File: src/tsm_pkg.sv
`timescale 1ns / 1ps
// ----------------------------------------------------------------------------
// tsm_pkg
// Shared constants, codes and control/status types of the thermal monitor.
// ----------------------------------------------------------------------------
package tsm_pkg;

  localparam int unsigned HISTORY_DEPTH_DEF = 64;

  localparam int unsigned TEMP_W  = 16;
  localparam int unsigned TIME_W  = 32;
  localparam int unsigned DUTY_W  = 7;
  localparam int unsigned CFG_W   = 24;
  localparam int unsigned CIDX_W  = 3;
  localparam int unsigned MAG_W   = 16;
  localparam int unsigned PROD_W  = TIME_W + MAG_W;

  localparam logic signed [TEMP_W-1:0] TEMP_CEILING = 16'sd2400;

  // register indexes
  localparam logic [CIDX_W-1:0] REG_OVER_TEMP   = 3'd0;
  localparam logic [CIDX_W-1:0] REG_MIN_VALID   = 3'd1;
  localparam logic [CIDX_W-1:0] REG_CHG_WINDOW  = 3'd2;
  localparam logic [CIDX_W-1:0] REG_MAX_CHANGE  = 3'd3;
  localparam logic [CIDX_W-1:0] REG_HP_LEVEL    = 3'd4;
  localparam logic [CIDX_W-1:0] REG_HTR_TIMEOUT = 3'd5;
  localparam logic [CIDX_W-1:0] REG_MIN_RISE    = 3'd6;
  localparam logic [CIDX_W-1:0] REG_HIST_SPAN   = 3'd7;

  // fault codes
  localparam logic [2:0] FLT_NONE     = 3'd0;
  localparam logic [2:0] FLT_OVERTEMP = 3'd1;
  localparam logic [2:0] FLT_DISCONN  = 3'd2;
  localparam logic [2:0] FLT_DROP     = 3'd3;
  localparam logic [2:0] FLT_RUNAWAY  = 3'd4;
  localparam logic [2:0] FLT_HEATER   = 3'd5;

  // source of the past temperature
  localparam logic [2:0] THEN_NONE   = 3'd0;
  localparam logic [2:0] THEN_FIRST  = 3'd1;
  localparam logic [2:0] THEN_LAST   = 3'd2;
  localparam logic [2:0] THEN_PREV   = 3'd3;
  localparam logic [2:0] THEN_INTERP = 3'd4;

  localparam logic OP_CLEAR = 1'b1;

  typedef struct packed {
    logic       load_in;
    logic       clear;
    logic       drop_oldest;
    logic       write_hist;
    logic       rd_scan;
    logic       k_init;
    logic       k_inc;
    logic       save_prev;
    logic       interp_setup;
    logic       mul;
    logic       div_start;
    logic       heater_upd;
    logic       fault_set;
    logic [2:0] fault_code;
    logic [2:0] then_sel;
    logic       out_load;
  } tsm_cmd_t;

  typedef struct packed {
    logic op_clear;
    logic safe;
    logic count_full;
    logic count_ge2;
    logic count_zero;
    logic prune_en;
    logic prune_hit;
    logic first_hit;
    logic last_hit;
    logic scan_hit;
    logic k_end;
    logic span_zero;
    logic f_over;
    logic f_inv;
    logic rate_drop;
    logic rate_rise;
    logic no_heat_rise;
    logic div_done;
  } tsm_status_t;

endpackage

File: src/tsm_ctrl.sv
`timescale 1ns / 1ps
// ----------------------------------------------------------------------------
// tsm_ctrl
// Sequencer: history update, pruning, window scan, divide and fault checks.
// ----------------------------------------------------------------------------
module tsm_ctrl (
  input  logic                 clk,
  input  logic                 rst_n,
  input  logic                 in_valid,
  output logic                 in_ready,
  output logic                 out_valid,
  input  logic                 out_ready,
  input  tsm_pkg::tsm_status_t st,
  output tsm_pkg::tsm_cmd_t    cmd
);
  import tsm_pkg::*;

  localparam logic [3:0] S_IDLE      = 4'd0;
  localparam logic [3:0] S_DECIDE    = 4'd1;
  localparam logic [3:0] S_WRITE     = 4'd2;
  localparam logic [3:0] S_PRUNE_RD  = 4'd3;
  localparam logic [3:0] S_PRUNE_CMP = 4'd4;
  localparam logic [3:0] S_CHECK     = 4'd5;
  localparam logic [3:0] S_FIRST     = 4'd6;
  localparam logic [3:0] S_SCAN_RD   = 4'd7;
  localparam logic [3:0] S_SCAN_CMP  = 4'd8;
  localparam logic [3:0] S_MUL       = 4'd9;
  localparam logic [3:0] S_DIV       = 4'd10;
  localparam logic [3:0] S_DIV_WAIT  = 4'd11;
  localparam logic [3:0] S_RATE      = 4'd12;
  localparam logic [3:0] S_HEATER    = 4'd13;
  localparam logic [3:0] S_OUT       = 4'd14;

  logic [3:0] state_r, state_nxt;
  logic       ovalid_r, ovalid_nxt;

  always_comb begin
    state_nxt  = state_r;
    ovalid_nxt = ovalid_r && !out_ready;
    cmd        = '0;
    in_ready   = 1'b0;
    unique case (state_r)
      S_IDLE: begin
        in_ready = 1'b1;
        if (in_valid) begin
          cmd.load_in = 1'b1;
          state_nxt   = S_DECIDE;
        end
      end
      S_DECIDE: begin
        if (st.op_clear) begin
          cmd.clear = 1'b1;
          state_nxt = S_OUT;
        end else if (!st.safe) begin
          state_nxt = S_OUT;
        end else begin
          cmd.drop_oldest = st.count_full;
          state_nxt       = S_WRITE;
        end
      end
      S_WRITE: begin
        cmd.write_hist = 1'b1;
        state_nxt      = st.prune_en ? S_PRUNE_RD : S_CHECK;
      end
      S_PRUNE_RD: state_nxt = S_PRUNE_CMP;
      S_PRUNE_CMP: begin
        if (st.prune_hit) begin
          cmd.drop_oldest = 1'b1;
          state_nxt       = S_PRUNE_RD;
        end else begin
          state_nxt = S_CHECK;
        end
      end
      S_CHECK: begin
        // oldest entry is read here for the window lookup
        priority if (st.f_over) begin
          cmd.fault_set  = 1'b1;
          cmd.fault_code = FLT_OVERTEMP;
          state_nxt      = S_OUT;
        end else if (st.f_inv) begin
          cmd.fault_set  = 1'b1;
          cmd.fault_code = FLT_DISCONN;
          state_nxt      = S_OUT;
        end else if (st.count_ge2) begin
          state_nxt = S_FIRST;
        end else begin
          state_nxt = S_HEATER;
        end
      end
      S_FIRST: begin
        priority if (st.first_hit) begin
          cmd.then_sel = THEN_FIRST;
          state_nxt    = S_RATE;
        end else if (st.last_hit) begin
          cmd.then_sel = THEN_LAST;
          state_nxt    = S_RATE;
        end else begin
          cmd.save_prev = 1'b1;
          cmd.k_init    = 1'b1;
          state_nxt     = S_SCAN_RD;
        end
      end
      S_SCAN_RD: begin
        if (st.k_end) begin
          cmd.then_sel = THEN_LAST;
          state_nxt    = S_RATE;
        end else begin
          cmd.rd_scan = 1'b1;
          state_nxt   = S_SCAN_CMP;
        end
      end
      S_SCAN_CMP: begin
        priority if (st.scan_hit && st.span_zero) begin
          cmd.then_sel = THEN_PREV;
          state_nxt    = S_RATE;
        end else if (st.scan_hit) begin
          cmd.interp_setup = 1'b1;
          state_nxt        = S_MUL;
        end else begin
          cmd.save_prev = 1'b1;
          cmd.k_inc     = 1'b1;
          state_nxt     = S_SCAN_RD;
        end
      end
      S_MUL: begin
        cmd.mul   = 1'b1;
        state_nxt = S_DIV;
      end
      S_DIV: begin
        cmd.div_start = 1'b1;
        state_nxt     = S_DIV_WAIT;
      end
      S_DIV_WAIT: begin
        if (st.div_done) begin
          cmd.then_sel = THEN_INTERP;
          state_nxt    = S_RATE;
        end
      end
      S_RATE: begin
        priority if (st.rate_drop) begin
          cmd.fault_set  = 1'b1;
          cmd.fault_code = FLT_DROP;
          state_nxt      = S_OUT;
        end else if (st.rate_rise) begin
          cmd.fault_set  = 1'b1;
          cmd.fault_code = FLT_RUNAWAY;
          state_nxt      = S_OUT;
        end else begin
          state_nxt = S_HEATER;
        end
      end
      S_HEATER: begin
        cmd.heater_upd = 1'b1;
        if (st.no_heat_rise) begin
          cmd.fault_set  = 1'b1;
          cmd.fault_code = FLT_HEATER;
        end
        state_nxt = S_OUT;
      end
      S_OUT: begin
        if (!ovalid_r || out_ready) begin
          cmd.out_load = 1'b1;
          ovalid_nxt   = 1'b1;
          state_nxt    = S_IDLE;
        end
      end
      default: state_nxt = S_IDLE;
    endcase
  end

  always_ff @(posedge clk) begin
    if (!rst_n) begin
      state_r  <= S_IDLE;
      ovalid_r <= 1'b0;
    end else begin
      state_r  <= state_nxt;
      ovalid_r <= ovalid_nxt;
    end
  end

  assign out_valid = ovalid_r;

  a_write_only_safe: assert property (@(posedge clk) disable iff (!rst_n)
    cmd.write_hist |-> st.safe)
    else $error("history written while a fault is latched");

  a_drop_not_empty: assert property (@(posedge clk) disable iff (!rst_n)
    cmd.drop_oldest |-> !st.count_zero)
    else $error("drop from empty history");

  a_accept_decide: assert property (@(posedge clk) disable iff (!rst_n)
    (in_valid && in_ready) |=> state_r == S_DECIDE)
    else $error("accepted word not decoded");

  a_out_load_free: assert property (@(posedge clk) disable iff (!rst_n)
    cmd.out_load |-> (!ovalid_r || out_ready))
    else $error("result overwritten before taken");

endmodule
File: config.mk
export PLATFORM = sky130hd
export DESIGN_NAME = tsm_ctrl
export DESIGN_NICKNAME = d
export VERILOG_FILES = /design/src/tsm_pkg.sv /design/src/tsm_ctrl.sv
export SDC_FILE = /design/constraint.sdc
export NUM_CORES = 1
export LEC_CHECK = 0
export ABC_CLOCK_PERIOD_IN_PS = 1300
export BUFFER_PORTS_ARGS = -buffer_cell sky130_fd_sc_hd__buf_2
export CORE_UTILIZATION = 35
export CTS_BUF_LIST = sky130_fd_sc_hd__clkbuf_8 sky130_fd_sc_hd__clkbuf_16
export CTS_CLUSTER_DIAMETER = 30
export DETAILED_ROUTE_END_ITERATION = 16
export PLACE_DENSITY = 0.67
export SLEW_MARGIN = 20
export SYNTH_ARGS = -nofsm -noshare
export SYNTH_HDL_FRONTEND = slang
export SYNTH_SLANG_ARGS = --single-unit
File: constraint.sdc
create_clock -name clk -period 1.3 [get_ports clk]
set_input_delay 0.26 -clock clk [delete_from_list [all_inputs] [get_ports clk]]
set_output_delay 0.26 -clock clk [all_outputs]
set_load 0.02 [all_outputs]
Yosys cells after proc, flatten, opt, wreduce, memory -nomap -nowiden
Cells that the tools add are included. Widths: inputs -> output; s select.

Input port bits: 22. Output and inout port bits: 22. Bits in registers: 5. Logic and storage cells: 84.

Reductions and logical operators: 7. Equality and inequality tests: 17. Mux-type cells: 58.

Operators by type and width (count): $mux 4 (17); $pmux 4 s15 (1); $eq 4x4->1 const B (7); $mux 1 (24); $eq 4x3->1 const B (4); $mux 3 (5); $mux 2 (7); $pmux 3 s4 (1); $pmux 4 s3 (1); $eq 4x2->1 const B (2); $ne 2x2->1 const B (3); $eq 4x1->1 const B (1); $logic_not 4->1 (1); $pmux 1 s2 (2); $reduce_and 3->1 (1); $logic_and 1x1->1 (2); $logic_not 1->1 (2); $logic_or 1x1->1 (1).

Depth between registers and ports, before layout
Depth after elaboration: 4. Depth in mapped cells: 7.

Least setup slack after synthesis
No wires, ideal clock.

Path kind: register to output. Start point: register state_r[0]. End point: output port cmd[4] in the netlist's numbering. Stages on the path, launching flop included: 8. Arrival: 1.503 ns. Setup slack: -0.463 ns. Cells stage by stage: dfxtp_1 buf_6 buf_2 buf_4 nand2_1 nor2_1 nand2_1 o21ai_0.

RTL lines: from (decl) (RTL line tsm_ctrl.sv:34) `logic [3:0] state_r, state_nxt;`; from (signal assigned) (RTL line tsm_ctrl.sv:176) `state_r <= state_nxt;`; to (decl) (RTL line tsm_ctrl.sv:14) `output tsm_pkg::tsm_cmd_t cmd`.

==> results by stage <==
Placement:
- Detailed placement finished with a half-perimeter wire length of 2440 um.
- At the end of routability-driven placement, the weighted congestion stood at 0.822.
- Port buffering added 42 buffers.
- The cell area after placement is 1430 um2.

Yosys:
- The net count after synthesis is 142.
- For this run, the leading register cell type out of synthesis is sky130_fd_sc_hd__dfxtp_1.
- During synthesis, Yosys emitted a total of 0 warnings.
- Of the synthesized area, sequential elements account for 0.121.
- The count of unique library cells instantiated by Yosys is 42.
- Counting flops with a built-in enable in the synthesized netlist gives 0.
- The flip-flop and latch count after synthesis is 5.
- The share of synthesized registers carrying an async set or reset is 0.
- The netlist area before placement is 827 um2.
- A synthesized cell averages 6.89 um2.
- The synthesized instance count is 120.

Run status:
- The checks that failed: negative setup slack.
- The flow ran to the end, but the final reports show violations.

Layout:
- The signed area change from the synthesized netlist to the final layout is 147%.
- Summing all non-filler instances in the final layout gives an area of 2050 um2.
- The number of fill cells in the layout is 78.
- The end-of-flow core utilization is 0.925.
- In the layout the commonest cells are sky130_fd_sc_hd__buf_4, sky130_fd_sc_hd__buf_6, sky130_fd_sc_hd__buf_2, sky130_fd_sc_hd__nor2_1.
- The fraction of layout instances using a drive strength above 1 is 0.761.
- Leaving out fill and tap cells, the most frequent cell in the layout is sky130_fd_sc_hd__buf_4.
- 0 antenna diodes ended up in the layout.
- The area of combinational cells with multiple inputs is 968 um2.
- The total number of nets in the final design is 241.
- The flip-flop and latch area is 115 um2.

Critical path:
- Of all nets on the critical path, the largest fanout is 6.
- In this run the worst setup path terminates at cmd[1].
- The endpoint kind of the worst setup timing path is an output port.
- In this run the register-to-register setup slack is -0.30 ns.
- The slowest stage cell on the critical path is sky130_fd_sc_hd__dfxtp_4.
- The worst path required time is 1.04 ns.
- The family of cells with the greatest summed delay on the critical path is simple AND/OR/NAND/NOR gates.
- The endpoint identified for the worst register-to-register timing path is state_r[1]$_SDFFE_PN0P_.
- The data arrival time of the worst path is 1.47 ns.
- The most critical setup path has its startpoint at state_r[3]$_SDFFE_PN0P_.
- The count of cell instances traversed by the critical path is 5.
- The cell repeated most along the worst path is sky130_fd_sc_hd__buf_6.
- The critical path contains buffers and inverters numbering 2 combined.
- Walking the worst path, the cells encountered are buf_6 > nand2b_4 > or3_4 > a21oi_4 > buf_6.
- The critical path launch point type is a register.
- In this run the critical register-to-register path is launched from state_r[0]$_SDFFE_PN0P_.
- The depth of the most critical reg-to-reg path is 7.
- The critical path's largest stage delay is 0.39 ns.
- The start-to-end type of the worst setup path is register to output port.

STA:
- Setup repair after global routing could not meet its margin everywhere.
- The final total negative setup slack is -8.09 ns.
- The final count of pins violating max slew is 0.
- Dividing the final minimum period by the clock period gives 1.33.
- Setup violations remaining at the end of the flow were counted as 25.
- After layout, the worst setup slack is -0.425 ns.
- The worst setup skew after layout is 0.00528 ns.
- The achievable frequency is 580 MHz.
- Measured against its own limit, the worst slew margin works out to 0.764.
- For the pin with the worst max-slew slack, the measured transition is 0.350 ns.
- Subtracting the final worst setup slack from the clock period gives 1.73 ns.
- The number of hold-slack violations in the final timing report is 0.

CTS:
- The clock root buffer master is sky130_fd_sc_hd__clkbuf_8.
- The maximum clock insertion buffer count is 2.
- Clock tree synthesis found a total of 5 sinks.
- The clock tree from TritonCTS is built.
- The insertion delay of the later-clocked pin in the worst-skew pair is 0.23 ns.
- The number of H-tree branching levels is 1.
- The register clock-pin slew on the reported worst setup and hold paths is 0.04 ns.
- Buffers inserted during clock tree synthesis total 3.

Global route:
- Summed over all layers, the global routing overflow is 0.
- The global router's overall resource usage is 0.342.
- The maximum number of pins on one net before global-route repair is 16.
- The number of global-route vias before repair is 1434.
- The number of antenna violations at the first check in global routing is 0.
- The wire length of the first global-routing pass is 6510 um.

Drt:
- The final layout contains routed wiring with a total length of 4910 um.
- Detailed routing inserted a total of 1428 vias.
- The mean number of vias per cell is 5.80.
- The average wire per cell in the routed design is 20.0 um.
- For this block, the initial DRC count from the detailed router was 38.
- The pre-antenna-repair detailed-routing pass consisted of 4 iterations.
- In this run the remaining antenna-violating nets after routing total 0.
- After detailed routing, the number of remaining DRC violations is 0.

Floorplan:
- The area of the core is 2210 um2.
- The die is 50.6 um tall.
- For this configuration, the core starts out at a cell density of 0.374.
- The count of boundary I/O pins is 44.
- The number of cell rows is 17.
- The die covers 2560 um2.
- The die outline width is 50.6 um.

Pwr:
- The total power is 0.00408 W.
- VDD sags by at most 1.76 mV.
- In this run the power density over the cells is 2000 nW/um2.
- Summed over all cells, the static leakage comes to 0.957 nW.

Min path:
- The worst hold path belongs to the class input port to register.

Run:
- The tool flagged a number of max-cap violations equal to 0.
[how the worst min path moves through the flow]
stage          start                 endpoint  slack, ns  cells past startpoint
3_3_place_gp   rst_n  state_r[3]$_SDFFE_PN0P_       0.56                      2
2_1_floorplan  rst_n  state_r[3]$_SDFFE_PN0P_       0.39                      1
5_1_grt        rst_n  state_r[1]$_SDFFE_PN0P_       0.32                      2
3_5_place_dp   rst_n  state_r[3]$_SDFFE_PN0P_       0.56                      2
4_1_cts        rst_n  state_r[3]$_SDFFE_PN0P_       0.32                      2
6_report       rst_n  state_r[1]$_SDFFE_PN0P_       0.32                      2
[worst register-to-register path, cell delays in order, from the launching register on]
cell	delay, ns
sky130_fd_sc_hd__dfxtp_4	0.36
sky130_fd_sc_hd__buf_4	0.14
sky130_fd_sc_hd__buf_6	0.11
sky130_fd_sc_hd__buf_4	0.13
sky130_fd_sc_hd__nor3b_2	0.16
sky130_fd_sc_hd__a21oi_2	0.11
sky130_fd_sc_hd__nor2_2	0.06
sky130_fd_sc_hd__o41a_1	0.41
[state kept, by name, summed over array words and instances (netlist names)]
register   flops
out_valid      1
state_r        4
[Yosys cell counts, drive strengths merged (2+ instances only)]
| cell | n | area [um2] |
|---|---|---|
| nor2 | 11 | 41.3 |
| nand2 | 10 | 37.5 |
| a21oi | 9 | 45.0 |
| buf | 9 | 58.8 |
| nor2b | 9 | 56.3 |
| inv | 7 | 26.3 |
| o21ai | 6 | 33.8 |
| dfxtp | 5 | 100 |
| nor3 | 5 | 25.0 |
| nor3b | 5 | 37.5 |
| and2 | 4 | 25.0 |
| nand2b | 4 | 25.0 |
| a32oi | 3 | 26.3 |
| and3 | 3 | 18.8 |
| nand3 | 3 | 20.0 |
| a211o | 2 | 17.5 |
| nand3b | 2 | 15.0 |
| nand4 | 2 | 12.5 |
| o221ai | 2 | 17.5 |
[what timing repair did]
item | in CTS | in global routing
hold buffers | 0 | 0
pin swaps | 21 | 15
gates resized for setup | 83 | 21
setup endpoints to repair | 25 | 26
buffers inserted | 22 | 7
[layout make-up]
class                      instances  area share
clock buffer                       3      0.0202
timing repair buffer             103       0.418
inverter                           7      0.0128
clock inverter                     1     0.00183
tap                               28      0.0171
sequential                         5      0.0563
multi-input combinational         99       0.473
[metal layers]
metal | wire [um] | global-route usage
met1 | 1910 | 0.348
met2 | 2560 | 0.642
met3 | 278 | 0.0758
met4 | 172 | 0.171
met5 | 0 | 0
[kinds of logic after synthesis]
logic type,Yosys count,synth area share
muxes,2,0.0257
xor gates and xnor gates,1,0.0106
and+or+nand+nor,64,0.454
AOI/OAI and AO/OA,32,0.286
DFF,5,0.121
buffers and inverters,16,0.103
[per-stage QoR]
step	cells	setup WS, ns	hold WS [ns]
finish	246	-0.425	0.323
global route	246	-0.447	0.324
floorplan	120	-0.173	0.388
CTS	240	-0.393	0.319
global placement	214	-0.316	0.560
detailed placement	214	-0.356	0.563
[power by group]
part	switching (W)	internal [W]	total, W
Clock	0.000100	0.000205	0.000305
Combinational	0.00166	0.00175	0.00341
Sequential	0.000122	0.000243	0.000364
Note: power is estimated with default switching activity, not from simulation.
